<file path="src/rtl/core/stt_pkg.sv">
package stt_pkg;

  // Default counter width for cursor, line counter and token registers
  localparam int POSITION_BITS_DEF = 16;

  // Result buffer: up to two words enter per accepted item
  localparam int OBUF_DEPTH = 4;
  localparam int OBUF_AW    = $clog2(OBUF_DEPTH);

  // Characters with a role of their own
  localparam logic [7:0] CH_EQUALS  = 8'h3D;
  localparam logic [7:0] CH_LBRACK  = 8'h5B;
  localparam logic [7:0] CH_RBRACK  = 8'h5D;
  localparam logic [7:0] CH_COLON   = 8'h3A;
  localparam logic [7:0] CH_PERCENT = 8'h25;
  localparam logic [7:0] CH_MINUS   = 8'h2D;
  localparam logic [7:0] CH_DOT     = 8'h2E;
  localparam logic [7:0] CH_USCORE  = 8'h5F;
  localparam logic [7:0] CH_LF      = 8'h0A;
  localparam logic [7:0] CH_SPACE   = 8'h20;
  localparam logic [7:0] CH_QUOTE   = 8'h22;
  localparam logic [7:0] CH_TAB     = 8'h09;
  localparam logic [7:0] CH_VT      = 8'h0B;
  localparam logic [7:0] CH_FF      = 8'h0C;
  localparam logic [7:0] CH_CR      = 8'h0D;

  // Input op codes
  localparam logic OP_CHAR = 1'b0;
  localparam logic OP_END  = 1'b1;

  typedef enum logic [2:0] {
    MODE_IDLE    = 3'd0,
    MODE_SYMBOL  = 3'd1,
    MODE_NUMBER  = 3'd2,
    MODE_COMMENT = 3'd3,
    MODE_STRING  = 3'd4
  } mode_t;

  typedef enum logic [3:0] {
    KIND_END     = 4'd0,
    KIND_INVALID = 4'd1,
    KIND_SYMBOL  = 4'd2,
    KIND_STRING  = 4'd3,
    KIND_EQUALS  = 4'd4,
    KIND_COMMENT = 4'd5,
    KIND_NUMBER  = 4'd6,
    KIND_CLOSE   = 4'd7,
    KIND_OPEN    = 4'd8,
    KIND_COLON   = 4'd9
  } kind_t;

  // One token word as it leaves the block
  typedef struct packed {
    kind_t       kind;
    logic [15:0] start_offset;
    logic [15:0] text_length;
    logic [15:0] start_line;
    logic        last;
  } res_t;

  function automatic logic is_digit(input logic [7:0] c);
    return (c >= 8'h30) && (c <= 8'h39);
  endfunction

  function automatic logic is_alpha(input logic [7:0] c);
    return ((c >= 8'h61) && (c <= 8'h7A)) || ((c >= 8'h41) && (c <= 8'h5A));
  endfunction

  function automatic logic is_space(input logic [7:0] c);
    return (c == CH_SPACE) || (c == CH_TAB) || (c == CH_LF) ||
           (c == CH_VT) || (c == CH_FF) || (c == CH_CR);
  endfunction

  function automatic kind_t pending_kind(input mode_t m);
    kind_t k;
    unique case (m)
      MODE_SYMBOL:  k = KIND_SYMBOL;
      MODE_NUMBER:  k = KIND_NUMBER;
      MODE_COMMENT: k = KIND_COMMENT;
      default:      k = KIND_STRING;
    endcase
    return k;
  endfunction

endpackage

</file>
<file path="src/rtl/core/stt_scan.sv">
// One tokenizer step: next state and up to two token words for one item
module stt_scan #(
  parameter int POSITION_BITS = stt_pkg::POSITION_BITS_DEF
) (
  input  logic                     op,
  input  logic [7:0]               ch,
  input  stt_pkg::mode_t           mode,
  input  logic [POSITION_BITS-1:0] token_start,
  input  logic [POSITION_BITS-1:0] token_length,
  input  logic [POSITION_BITS-1:0] token_line,
  input  logic [POSITION_BITS-1:0] position,
  input  logic [POSITION_BITS-1:0] line_count,
  output stt_pkg::mode_t           mode_next,
  output logic [POSITION_BITS-1:0] token_start_next,
  output logic [POSITION_BITS-1:0] token_length_next,
  output logic [POSITION_BITS-1:0] token_line_next,
  output logic [POSITION_BITS-1:0] position_next,
  output logic [POSITION_BITS-1:0] line_count_next,
  output logic [1:0]               res_cnt,
  output stt_pkg::res_t            res0,
  output stt_pkg::res_t            res1
);

  logic [POSITION_BITS-1:0] pos_inc;
  logic [POSITION_BITS-1:0] line_inc;
  logic [POSITION_BITS-1:0] len_inc;
  logic                     absorb;
  logic                     close_str;
  logic                     a_valid;
  logic                     b_valid;
  stt_pkg::res_t            a_res;
  stt_pkg::res_t            b_res;
  stt_pkg::res_t            pend;

  // Saturating counters
  assign pos_inc  = (position == '1) ? position : position + 1'b1;
  assign line_inc = (line_count == '1) ? line_count : line_count + 1'b1;
  assign len_inc  = (token_length == '1) ? token_length : token_length + 1'b1;

  assign pend = '{kind:         stt_pkg::pending_kind(mode),
                  start_offset: 16'(token_start),
                  text_length:  16'(token_length),
                  start_line:   16'(token_line),
                  last:         1'b0};

  // Decide whether the pending token takes this character
  always_comb begin
    absorb    = 1'b0;
    close_str = 1'b0;
    unique case (mode)
      stt_pkg::MODE_SYMBOL:
        absorb = stt_pkg::is_alpha(ch) || stt_pkg::is_digit(ch) ||
                 (ch == stt_pkg::CH_USCORE) || (ch == stt_pkg::CH_TAB) ||
                 (ch == stt_pkg::CH_VT) || (ch == stt_pkg::CH_FF) ||
                 (ch == stt_pkg::CH_CR);
      stt_pkg::MODE_NUMBER:
        absorb = stt_pkg::is_digit(ch) || (ch == stt_pkg::CH_DOT);
      stt_pkg::MODE_COMMENT:
        absorb = (ch != stt_pkg::CH_LF);
      stt_pkg::MODE_STRING: begin
        close_str = (ch == stt_pkg::CH_QUOTE);
        absorb    = (ch != stt_pkg::CH_QUOTE);
      end
      default: absorb = 1'b0;
    endcase
  end

  // Next state and the two candidate words
  always_comb begin
    mode_next         = mode;
    token_start_next  = token_start;
    token_length_next = token_length;
    token_line_next   = token_line;
    position_next     = pos_inc;
    line_count_next   = (ch == stt_pkg::CH_LF) ? line_inc : line_count;
    a_valid           = 1'b0;
    b_valid           = 1'b0;
    a_res             = pend;
    b_res             = '{kind:         stt_pkg::KIND_INVALID,
                          start_offset: 16'(position),
                          text_length:  16'd0,
                          start_line:   16'(line_count),
                          last:         1'b0};

    if (op == stt_pkg::OP_END) begin
      // Flush the pending token, then the end word; clear everything
      a_valid            = (mode != stt_pkg::MODE_IDLE);
      b_valid            = 1'b1;
      b_res.kind         = stt_pkg::KIND_END;
      mode_next          = stt_pkg::MODE_IDLE;
      token_start_next   = '0;
      token_length_next  = '0;
      token_line_next    = '0;
      position_next      = '0;
      line_count_next    = '0;
    end else if (close_str) begin
      a_valid   = 1'b1;
      mode_next = stt_pkg::MODE_IDLE;
    end else if (absorb) begin
      token_length_next = len_inc;
    end else begin
      // Close the pending token and start afresh on this character
      a_valid   = (mode != stt_pkg::MODE_IDLE);
      mode_next = stt_pkg::MODE_IDLE;
      priority if (stt_pkg::is_space(ch)) begin
        b_valid = 1'b0;
      end else if (ch == stt_pkg::CH_EQUALS) begin
        b_valid           = 1'b1;
        b_res.kind        = stt_pkg::KIND_EQUALS;
        b_res.text_length = 16'd1;
      end else if (ch == stt_pkg::CH_LBRACK) begin
        b_valid           = 1'b1;
        b_res.kind        = stt_pkg::KIND_OPEN;
        b_res.text_length = 16'd1;
      end else if (ch == stt_pkg::CH_RBRACK) begin
        b_valid           = 1'b1;
        b_res.kind        = stt_pkg::KIND_CLOSE;
        b_res.text_length = 16'd1;
      end else if (ch == stt_pkg::CH_COLON) begin
        b_valid           = 1'b1;
        b_res.kind        = stt_pkg::KIND_COLON;
        b_res.text_length = 16'd1;
      end else if (ch == stt_pkg::CH_PERCENT) begin
        mode_next         = stt_pkg::MODE_COMMENT;
        token_start_next  = position;
        token_length_next = POSITION_BITS'(1);
        token_line_next   = line_count;
      end else if (stt_pkg::is_digit(ch) || (ch == stt_pkg::CH_MINUS)) begin
        mode_next         = stt_pkg::MODE_NUMBER;
        token_start_next  = position;
        token_length_next = POSITION_BITS'(1);
        token_line_next   = line_count;
      end else if (stt_pkg::is_alpha(ch) || (ch == stt_pkg::CH_USCORE)) begin
        mode_next         = stt_pkg::MODE_SYMBOL;
        token_start_next  = position;
        token_length_next = POSITION_BITS'(1);
        token_line_next   = line_count;
      end else if (ch == stt_pkg::CH_QUOTE) begin
        // String text starts after the quote
        mode_next         = stt_pkg::MODE_STRING;
        token_start_next  = pos_inc;
        token_length_next = '0;
        token_line_next   = line_count;
      end else begin
        b_valid = 1'b1;
      end
    end
  end

  // Pack the words in order and mark the final one
  always_comb begin
    res0    = a_valid ? a_res : b_res;
    res1    = b_res;
    res_cnt = 2'(a_valid) + 2'(b_valid);
    if (a_valid && b_valid) begin
      res1.last = 1'b1;
    end else begin
      res0.last = 1'b1;
    end
  end

endmodule

</file>
<file path="src/rtl/core/stt_obuf.sv">
// Small result queue: takes up to two words a cycle, gives one while out_ready is high
module stt_obuf (
  input  logic          clk,
  input  logic          rst,
  input  logic [1:0]    push_cnt,
  input  stt_pkg::res_t push0,
  input  stt_pkg::res_t push1,
  output logic          room,
  output logic          out_valid,
  input  logic          out_ready,
  output stt_pkg::res_t out_word
);

  stt_pkg::res_t                 mem [stt_pkg::OBUF_DEPTH];
  logic [stt_pkg::OBUF_AW-1:0]   wr_ptr;
  logic [stt_pkg::OBUF_AW-1:0]   rd_ptr;
  logic [stt_pkg::OBUF_AW:0]     count;
  logic [stt_pkg::OBUF_AW:0]     count_next;
  logic                          pop;

  assign pop        = out_valid && out_ready;
  assign out_valid  = (count != '0);
  assign out_word   = mem[rd_ptr];
  assign room       = (count <= (stt_pkg::OBUF_AW + 1)'(stt_pkg::OBUF_DEPTH - 2));
  assign count_next = count + (stt_pkg::OBUF_AW + 1)'(push_cnt)
                      - (stt_pkg::OBUF_AW + 1)'(pop);

  // Store incoming words
  always_ff @(posedge clk) begin
    if (push_cnt != 2'd0) begin
      mem[wr_ptr] <= push0;
    end
    if (push_cnt == 2'd2) begin
      mem[wr_ptr + 1'b1] <= push1;
    end
  end

  // Advance pointers and fill level
  always_ff @(posedge clk) begin
    if (rst) begin
      wr_ptr <= '0;
      rd_ptr <= '0;
      count  <= '0;
    end else begin
      wr_ptr <= wr_ptr + stt_pkg::OBUF_AW'(push_cnt);
      rd_ptr <= rd_ptr + stt_pkg::OBUF_AW'(pop);
      count  <= count_next;
    end
  end

endmodule

</file>
<file path="src/rtl/core/script_text_tokenizer_unit.sv">
// Channel  Dir  tvalid/tready        Payload
// s        in   s_tvalid, s_tready   s_tuser = op, s_tdata = ch
// m        out  m_tvalid, m_tready   m_tuser = kind, m_tdata = offset/length/line,
//                                    m_tlast = last word of an item
//
// One input word per cycle; its token words are in the result queue the next
// cycle. An item yields up to two words and the output drains one per cycle
// while m_tready is high, so a run of two-word items is held back by the
// output port. s_tready drops only when the four-entry queue has fewer than
// two free slots. Synchronous reset empties the queue and clears all state.
module script_text_tokenizer_unit #(
  parameter int POSITION_BITS = stt_pkg::POSITION_BITS_DEF
) (
  input  logic        clk,
  input  logic        rst,
  input  logic        s_tvalid,
  output logic        s_tready,
  input  logic [7:0]  s_tdata,   // [7:0] ch
  input  logic        s_tuser,   // [0] op
  output logic        m_tvalid,
  input  logic        m_tready,
  output logic [47:0] m_tdata,   // [15:0] start_offset, [31:16] text_length,
                                 // [47:32] start_line
  output logic [3:0]  m_tuser,   // [3:0] kind
  output logic        m_tlast    // last
);

  stt_pkg::mode_t           mode;
  stt_pkg::mode_t           mode_next;
  logic [POSITION_BITS-1:0] token_start;
  logic [POSITION_BITS-1:0] token_start_next;
  logic [POSITION_BITS-1:0] token_length;
  logic [POSITION_BITS-1:0] token_length_next;
  logic [POSITION_BITS-1:0] token_line;
  logic [POSITION_BITS-1:0] token_line_next;
  logic [POSITION_BITS-1:0] position;
  logic [POSITION_BITS-1:0] position_next;
  logic [POSITION_BITS-1:0] line_count;
  logic [POSITION_BITS-1:0] line_count_next;
  logic [1:0]               res_cnt;
  stt_pkg::res_t            res0;
  stt_pkg::res_t            res1;
  stt_pkg::res_t            head;
  logic                     room;
  logic                     accept;

  assign s_tready = room;
  assign accept   = s_tvalid && s_tready;

  stt_scan #(
    .POSITION_BITS(POSITION_BITS)
  ) u_scan (
    .op                (s_tuser),
    .ch                (s_tdata),
    .mode              (mode),
    .token_start       (token_start),
    .token_length      (token_length),
    .token_line        (token_line),
    .position          (position),
    .line_count        (line_count),
    .mode_next         (mode_next),
    .token_start_next  (token_start_next),
    .token_length_next (token_length_next),
    .token_line_next   (token_line_next),
    .position_next     (position_next),
    .line_count_next   (line_count_next),
    .res_cnt           (res_cnt),
    .res0              (res0),
    .res1              (res1)
  );

  // Hold tokenizer state; advance on each accepted word
  always_ff @(posedge clk) begin
    if (rst) begin
      mode         <= stt_pkg::MODE_IDLE;
      token_start  <= '0;
      token_length <= '0;
      token_line   <= '0;
      position     <= '0;
      line_count   <= '0;
    end else if (accept) begin
      mode         <= mode_next;
      token_start  <= token_start_next;
      token_length <= token_length_next;
      token_line   <= token_line_next;
      position     <= position_next;
      line_count   <= line_count_next;
    end
  end

  stt_obuf u_obuf (
    .clk       (clk),
    .rst       (rst),
    .push_cnt  (accept ? res_cnt : 2'd0),
    .push0     (res0),
    .push1     (res1),
    .room      (room),
    .out_valid (m_tvalid),
    .out_ready (m_tready),
    .out_word  (head)
  );

  assign m_tuser = head.kind;
  assign m_tdata = {head.start_line, head.text_length, head.start_offset};
  assign m_tlast = head.last;

endmodule

</file>
<file path="config.mk">
export PLATFORM = sky130hd
export DESIGN_NAME = script_text_tokenizer_unit
export DESIGN_NICKNAME = d
export VERILOG_FILES = /design/src/rtl/core/stt_pkg.sv /design/src/rtl/core/stt_scan.sv /design/src/rtl/core/stt_obuf.sv /design/src/rtl/core/script_text_tokenizer_unit.sv
export SDC_FILE = /design/constraint.sdc
export NUM_CORES = 1
export LEC_CHECK = 0
export ABC_AREA = 1
export BUFFER_PORTS_ARGS = -buffer_cell sky130_fd_sc_hd__buf_2
export CAP_MARGIN = 20
export CELL_PAD_IN_SITES_DETAIL_PLACEMENT = 1
export CELL_PAD_IN_SITES_GLOBAL_PLACEMENT = 1
export CORE_MARGIN = 3
export CORE_UTILIZATION = 50
export DETAILED_ROUTE_END_ITERATION = 16
export GPL_TIMING_DRIVEN = 0
export PLACE_DENSITY = 0.94
export SLEW_MARGIN = 15
export SYNTH_ARGS = -nofsm -noshare
export SYNTH_HDL_FRONTEND = slang
export SYNTH_SLANG_ARGS = --single-unit
</file>
<file path="constraint.sdc">
create_clock -name clk -period 5.95 [get_ports clk]
set_input_delay 0.8925 -clock clk [delete_from_list [all_inputs] [get_ports clk]]
set_output_delay 0.8925 -clock clk [all_outputs]
set_load 0.1 [all_outputs]
</file>
==> impl_metrics.json, run 1 <==
{
  "fin_area_sq_um": 18060,
  "timing.hold.ws_ns": 0.4699,
  "yosys_warnings": 0,
  "rows": 64,
  "combPwrFrac_pct": 48.6,
  "place_area_sq_um": 16940,
  "setup_violations": 0,
  "max_slew_margin_pct": 22.58,
  "drive_gt1_share_pct": 10.65,
  "maxCapViolCount": 0,
  "grt.total_usage_pct": 40.66,
  "slowest_delay_ns": 0.52,
  "period_share_pct": 91.65,
  "grt-ovfl-total": 0,
  "synth.distinct_cells": 40,
  "io_buffers": 67,
  "die-area_sq_um": 34230,
  "crit_top_cell": "inv_1",
  "cts_buffers": 35,
  "die_y_microns": 185.0,
  "synthTopCellsByCount": "nand2_1, o21ai_0, nand3_1",
  "cp_cell_sequence": "buf_2 > nand2_2 > nand2_1 > inv_1 > nand2_1 > nand2_1 > nand2_2 > nand3_1 > inv_1 > nand2_1 > buf_2 > o41ai_1 > ha_1 > inv_1 > nor2_2 > inv_1 > nor2_1 > inv_1 > nor2_1 > inv_1 > nand2_2 > buf_12",
  "yosysMostFrequentCell": "nand2_1",
  "holdBufCountCts": 0,
  "fin_setup_tns_ns": 0,
  "clkLatencyLatePin_ns": 0.54,
  "fin_crit_ns": 5.453,
  "synthArstFlopShare_pct": 0,
  "syn_area_sq_um": 16020,
  "cts.sinks": 302,
  "cellPowerDensity_nw_per_um2": 543.2,
  "ir_drop_mv": 0.3811,
  "cp_max_fo": 24,
  "status": "finished clean",
  "detailed_place_hpwl_microns": 43500,
  "power_mw": 9.811,
  "worst-setup-path-type": "in -> reg",
  "switching_power_mw": 5.124,
  "place_congestion": 0.8764,
  "nets": 2184,
  "first_global_vias": 18540,
  "p_int_mw": 4.687,
  "start_util_pct": 51.57,
  "yosys.area.top_type": "edfxtp_1",
  "post-cts-setup-buffers": 0,
  "wirelength_microns": 71110,
  "vias_per_cell": 6.827,
  "postRouteAntennaNets": 0,
  "grt_pass1_wl_microns": 107300,
  "cts_root_buffer": "clkbuf_16",
  "wl_per_cell_microns": 27.53,
  "synth_enable_flop_cells": 152,
  "cts_tree": "built",
  "post_cts_resized": 0,
  "clk_pin_slew_ns": 0.06,
  "clk_path_buf_depth": 3,
  "n_antenna_cell": 0,
  "dp_slack_ns": 0.3566,
  "postSynthCellCount": 2053,
  "min_path_type": "reg -> reg",
  "antenna_found_initial": 1,
  "avgSynthCellArea_sq_um": 7.805,
  "drt_iter0_markers": 2599,
  "worst-path-buf-inv": 9,
  "slowest_stage": "nand2_2",
  "synth_area_leaders": "edfxtp_1, dfxtp_1, o21ai_0, nand2_1, nand3_1",
  "multi_input_area_sq_um": 7208,
  "cp-start-kind": "primary input",
  "p_leak_nw": 6.936,
  "drt_first_pass_iters": 9,
  "grt_max_degree": 29,
  "critPathArrivalTime_ns": 5.67,
  "setup_ws_ns": 0.4970,
  "vias": 17640,
  "ys_seq_elements": 302,
  "p_seq_share_pct": 29.1,
  "cp-end-kind": "flip-flop",
  "die_w_microns": 185.0,
  "seq_area_frac_synth_pct": 47.23,
  "area_growth_pct": 12.73,
  "core_area_sq_um": 31070,
  "syn_nets": 2076,
  "required_ns": 6.17,
  "drc_errors": 0,
  "synth_top_area_share_pct": 28.49,
  "finalHoldViolations": 0,
  "clockPowerShare_pct": 22.4,
  "slew_violations": 0,
  "register_area_sq_um": 7567,
  "cp_top_family": "simple AND/OR/NAND/NOR gates",
  "htree_num_levels": 2,
  "ioPinCount": 68,
  "ys.flop_type": "edfxtp_1",
  "finalClockSkew_ns": 0.01811,
  "rsz0062_at_grt": "no",
  "fmax_mhz": 183.4,
  "swShare_pct": 52.23,
  "worst_pin_slew_ns": 1.152,
  "fillerInstances": 3837
}
-- path summary, 6_finish.rpt --
check,from,slack (ns),depth (start not counted),end
hold / removal,token_start[5]$_SDFFE_PP0P_,0.47,2,token_start[5]$_SDFFE_PP0P_
hold reg to reg,token_start[5]$_SDFFE_PP0P_,0.47,2,token_start[5]$_SDFFE_PP0P_
setup reg to reg,mode[1]$_SDFFE_PP0P_,0.68,21,u_obuf.mem[0][35]$_DFFE_PP_
setup / recovery,s_tdata[3],0.50,22,u_obuf.mem[0][35]$_DFFE_PP_
-- layout make-up --
cell class              instances  area share, %
clock inverters                18         0.8451
well taps                     396          2.743
clock buffers                  45          5.348
inverters                     174          3.616
repair buffers                 71          2.300
plain buffers                 125          3.346
flip-flops and latches        302          41.90
multi-input cells            1452          39.91
-- worst register-to-register path, stage by stage, from the launching register on --
cell and delay [ns]:
dfxtp_1 0.42, nor2_1 0.12, nand2_1 0.15, nand3_1 0.09, nand2_1 0.07, nand3_1 0.07
nand2_1 0.06, nand2_1 0.06, inv_2 0.07, nand2_4 0.08, clkbuf_1 0.31, o41ai_1 0.51
ha_1 0.43, inv_1 0.12, nor2_2 0.21, inv_1 0.13, nor2_1 0.30, inv_1 0.09
nor2_1 0.50, inv_1 0.33, nand2_2 0.52, buf_12 0.30
-- stage by stage --
| step | utilization [%] | std cells |
|---|---|---|
| after floorplan | - | 2053 |
| after global placement | 54.24 | 2516 |
| after detailed placement | 54.53 | 2520 |
| after CTS | 58.13 | 2583 |
| after global routing | 58.13 | 2583 |
| final | 58.13 | 2583 |
-- routing by layer --
layer | up-vias | track usage (%) | part of all wire, %
met5 | - | 0 | 0.021
met4 | 2 | 29.29 | 8.4
met3 | 559 | 10.37 | 13
met2 | 1601 | 64.63 | 45
met1 | 8300 | 47.92 | 34
li1 | 7173 | - | -
-- sequential cells by signal, summed over array words and instances, names as in the netlist, 3 cells and up --
name,cells
line_count,16
mode,3
position,16
token_length,16
token_line,16
token_start,16
u_obuf.count,3
u_obuf.mem,212
-- power groups by stage --
| stage | Sequential (mW) | Clock, mW | Combinational [mW] |
|---|---|---|---|
| 4_1_cts | 2.83 | 2.17 | 4.62 |
| 3_3_place_gp | 2.82 | 0 | 4.27 |
| 2_1_floorplan | 2.78 | 0 | 3.38 |
| 3_5_place_dp | 2.84 | 0 | 4.47 |
| 5_1_grt | 2.87 | 2.25 | 4.89 |
| 6_report | 2.85 | 2.20 | 4.76 |
-- cells in the final DEF, fill, tap and decap left out, drive strengths merged, types with 9 or more instances in the layout --
cell / n
nand4: 19
nor3: 20
o22ai: 55
nand2: 400
buf: 96
nand3: 288
inv: 169
dfxtp: 150
a21oi: 74
ha: 9
xor2: 14
o21ai: 298
nor2: 251
clkbuf: 145
clkinv: 21
edfxtp: 152
-- logic make-up (layout without fill, tap and decap cells) --
| family | after synthesis | in the layout | synth area share, % |
|---|---|---|---|
| buf+inv | 299 | 433 | 7.848 |
| compound gates | 440 | 440 | 14.49 |
| xor+xnor | 16 | 16 | 0.8746 |
| simple gates | 986 | 986 | 28.74 |
| fa+ha+maj | 10 | 10 | 0.8278 |
| flops | 302 | 302 | 47.23 |
Power figures use the tool's default switching activity.
==> run 2, diff against run 1 <==
- CORE_UTILIZATION: 50 -> 46
- PLACE_DENSITY: 0.94 -> 0.89
- SYNTH_HIERARCHICAL: default -> 1
- clock period: 5.95 -> 5.5 ns (I/O delays scaled with it)
==> run 2 against run 1 <==
Wire length fell by 1.3%. Global-route usage fell by 7.9 points. Area after synthesis rose by 16%. Register-to-register slack improved by 0.03 ns. Non-clock buffer count rose by 75. Highest routed layer unchanged.
==> impl_metrics.json, run 2 <==
{
  "htree_num_levels": 2,
  "core_area_sq_um": 39280,
  "ys_seq_elements": 302,
  "fin_crit_ns": 5.064,
  "fin_setup_tns_ns": 0,
  "worst_pin_slew_ns": 0.9699,
  "cts.sinks": 302,
  "avgSynthCellArea_sq_um": 7.138,
  "post-cts-setup-buffers": 0,
  "wl_per_cell_microns": 21.50,
  "status": "finished clean",
  "ir_drop_mv": 0.3413,
  "place_area_sq_um": 19730,
  "rows": 72,
  "drt_first_pass_iters": 5,
  "clkLatencyLatePin_ns": 0.56,
  "top_usage_layer": "met2",
  "synth_enable_flop_cells": 212,
  "die_y_microns": 206.8,
  "die_w_microns": 206.8,
  "period_share_pct": 92.08,
  "synth.distinct_cells": 43,
  "antenna_found_initial": 2,
  "hp-start": "token_start[3]$_SDFFE_PP0P_",
  "r2r_start": "mode[1]$_SDFFE_PP0P_",
  "first_global_vias": 19520,
  "met2_usage_pct": 55.27,
  "fillerInstances": 5068,
  "cp-end-kind": "flip-flop",
  "synthArstFlopShare_pct": 0,
  "cp_cell_sequence": "buf_2 > inv_2 > nand2_1 > nor2_1 > nand2_1 > nand2_1 > a21boi_1 > nand3_1 > clkbuf_1 > o31ai_1 > ha_1 > inv_1 > nor2_1 > nor2_8 > nand3_4 > clkbuf_1 > nand2_4 > buf_12",
  "vias_per_cell": 5.742,
  "crit_top_cell": "nand2_1",
  "seq_area_frac_synth_pct": 44.03,
  "synth_top_area_share_pct": 34.32,
  "wirelength_microns": 70210,
  "clk_path_buf_depth": 3,
  "p_leak_nw": 8.726,
  "cp_top_family": "simple AND/OR/NAND/NOR gates",
  "setup_violations": 0,
  "setup_ws_ns": 0.4359,
  "cp-start-kind": "primary input",
  "rsz0062_at_grt": "no",
  "cellPowerDensity_nw_per_um2": 561.6,
  "final_common_cell": "nand2_1",
  "ys.flop_type": "edfxtp_1",
  "detailed_place_hpwl_microns": 49470,
  "cts_root_buffer": "clkbuf_16",
  "worst-path-buf-inv": 6,
  "io_buffers": 66,
  "postLayoutCoreUtil_pct": 53.31,
  "postRouteAntennaNets": 0,
  "holdBufCountCts": 0,
  "slowest_delay_ns": 0.59,
  "startpoint": "s_tdata[2]",
  "grt.total_usage_pct": 32.76,
  "grt-ovfl-total": 0,
  "vias": 18750,
  "die-area_sq_um": 42770,
  "largest_reg_flops": 212,
  "synthTopCellsByCount": "nand2_1, nor2_1, o21ai_0",
  "fmax_mhz": 197.5,
  "finalHoldViolations": 0,
  "dp_slack_ns": 0.04795,
  "cts_tree": "built",
  "nets": 2743,
  "slew_violations": 0,
  "synth_area_leaders": "edfxtp_1, nand2_1, dfxtp_1, nor2_1, o21ai_0",
  "cp_max_fo": 31,
  "maxCapViolCount": 0,
  "slowest_stage": "o31ai_1",
  "grt_pass1_wl_microns": 109400,
  "largest_register": "u_obuf/mem",
  "min_path_type": "reg -> reg",
  "area_growth_pct": 12.87,
  "worst-setup-path-type": "in -> reg",
  "post_cts_resized": 0,
  "cts_buffers": 34,
  "n_antenna_cell": 0,
  "place_congestion": 0.9059,
  "layout.cells.most_common_list": "nand2_1, nor2_1, o21ai_0",
  "yosys.area.top_type": "edfxtp_1",
  "required_ns": 5.78,
  "postSynthCellCount": 2599,
  "start_util_pct": 47.23,
  "yosys_warnings": 6,
  "yosysMostFrequentCell": "nand2_1",
  "grt_max_degree": 54,
  "drc_errors": 0,
  "clk_pin_slew_ns": 0.06,
  "grt_use_met3_pct": 6.382,
  "fin_area_sq_um": 20940,
  "finalClockSkew_ns": 0.02691,
  "syn_area_sq_um": 18550,
  "critPathArrivalTime_ns": 5.35,
  "drt_iter0_markers": 1839,
  "max_slew_margin_pct": 34.65,
  "met1_usage_pct": 41.31,
  "ioPinCount": 68,
  "drive_gt1_share_pct": 11.03
}
## run 2: through the flow
| step | total power [mW] | hold slack (ns) | cells |
|---|---|---|---|
| 3_5_place_dp | 9.053 | 0.5102 | 3203 |
| 4_1_cts | 11.69 | 0.5216 | 3265 |
| 3_3_place_gp | 8.782 | 0.4995 | 3197 |
| 5_1_grt | 12.27 | 0.5614 | 3265 |
| 2_1_floorplan | 7.609 | 0.4888 | 2613 |
| 6_report | 11.76 | 0.5139 | 3265 |
## run 2: layout make-up
cell class	count	area (sq um)	area share (%)
clock buffer	41	908.4	4.338
buffer	199	1214	5.796
clock inverter	21	304.0	1.452
sequential	302	8168	39.01
timing repair buffer	72	437.9	2.091
inverter	266	998.5	4.768
tap	518	648.1	3.095
multi-input combinational	1846	8260	39.45
## run 2: routing by layer
layer	vias to the layer above	wire, microns	part of all wire [%]
met3	209	6131	8.7
met4	4	2555	3.6
met1	9020	28270	40
met5	-	26	0.037
met2	930	33220	47
li1	8583	-	-
## run 2: power breakdown
| part | leakage, nW | internal [mW] | switching, mW | total, mW |
|---|---|---|---|---|
| Clock | 0.583 | 1.52 | 1.00 | 2.52 |
| Sequential | 2.72 | 3.15 | 0.326 | 3.48 |
| Combinational | 5.42 | 1.20 | 4.56 | 5.76 |
| Total | 8.73 | 5.87 | 5.89 | 11.8 |
## run 2: cell families after synthesis
kind of cell	share of synthesized area, %
and+or+nand+nor	28.58
other	0.02021
buffers and inverters	11.92
DFF	44.03
AOI/OAI and AO/OA	13.48
xor gates and xnor gates	1.322
adders and majority gates	0.6475
## run 2: final timing paths
check / end / slack (ns) / cells after the start
setup / recovery: u_obuf/mem[0][13]$_DFFE_PP_ / 0.44 / 18
hold / removal: token_start[3]$_SDFFE_PP0P_ / 0.51 / 4
hold reg to reg: token_start[3]$_SDFFE_PP0P_ / 0.51 / 4
setup reg to reg: u_obuf/mem[0][13]$_DFFE_PP_ / 0.71 / 18
## run 2: worst reg2reg max path, stage by stage (launching register included)
cell and delay (ns):
dfxtp_1 0.34, inv_1 0.10, nand2_1 0.10, nor2_1 0.21, nand2_1 0.08, nand2_1 0.10, a21oi_1 0.11, a21oi_4 0.18
nand2_2 0.10, buf_2 0.21, o31ai_1 0.49, ha_1 0.23, inv_1 0.05, nor2_1 0.52, nor2_8 0.11, nand3_4 0.20
clkbuf_1 0.57, nand2_4 0.45, buf_12 0.34
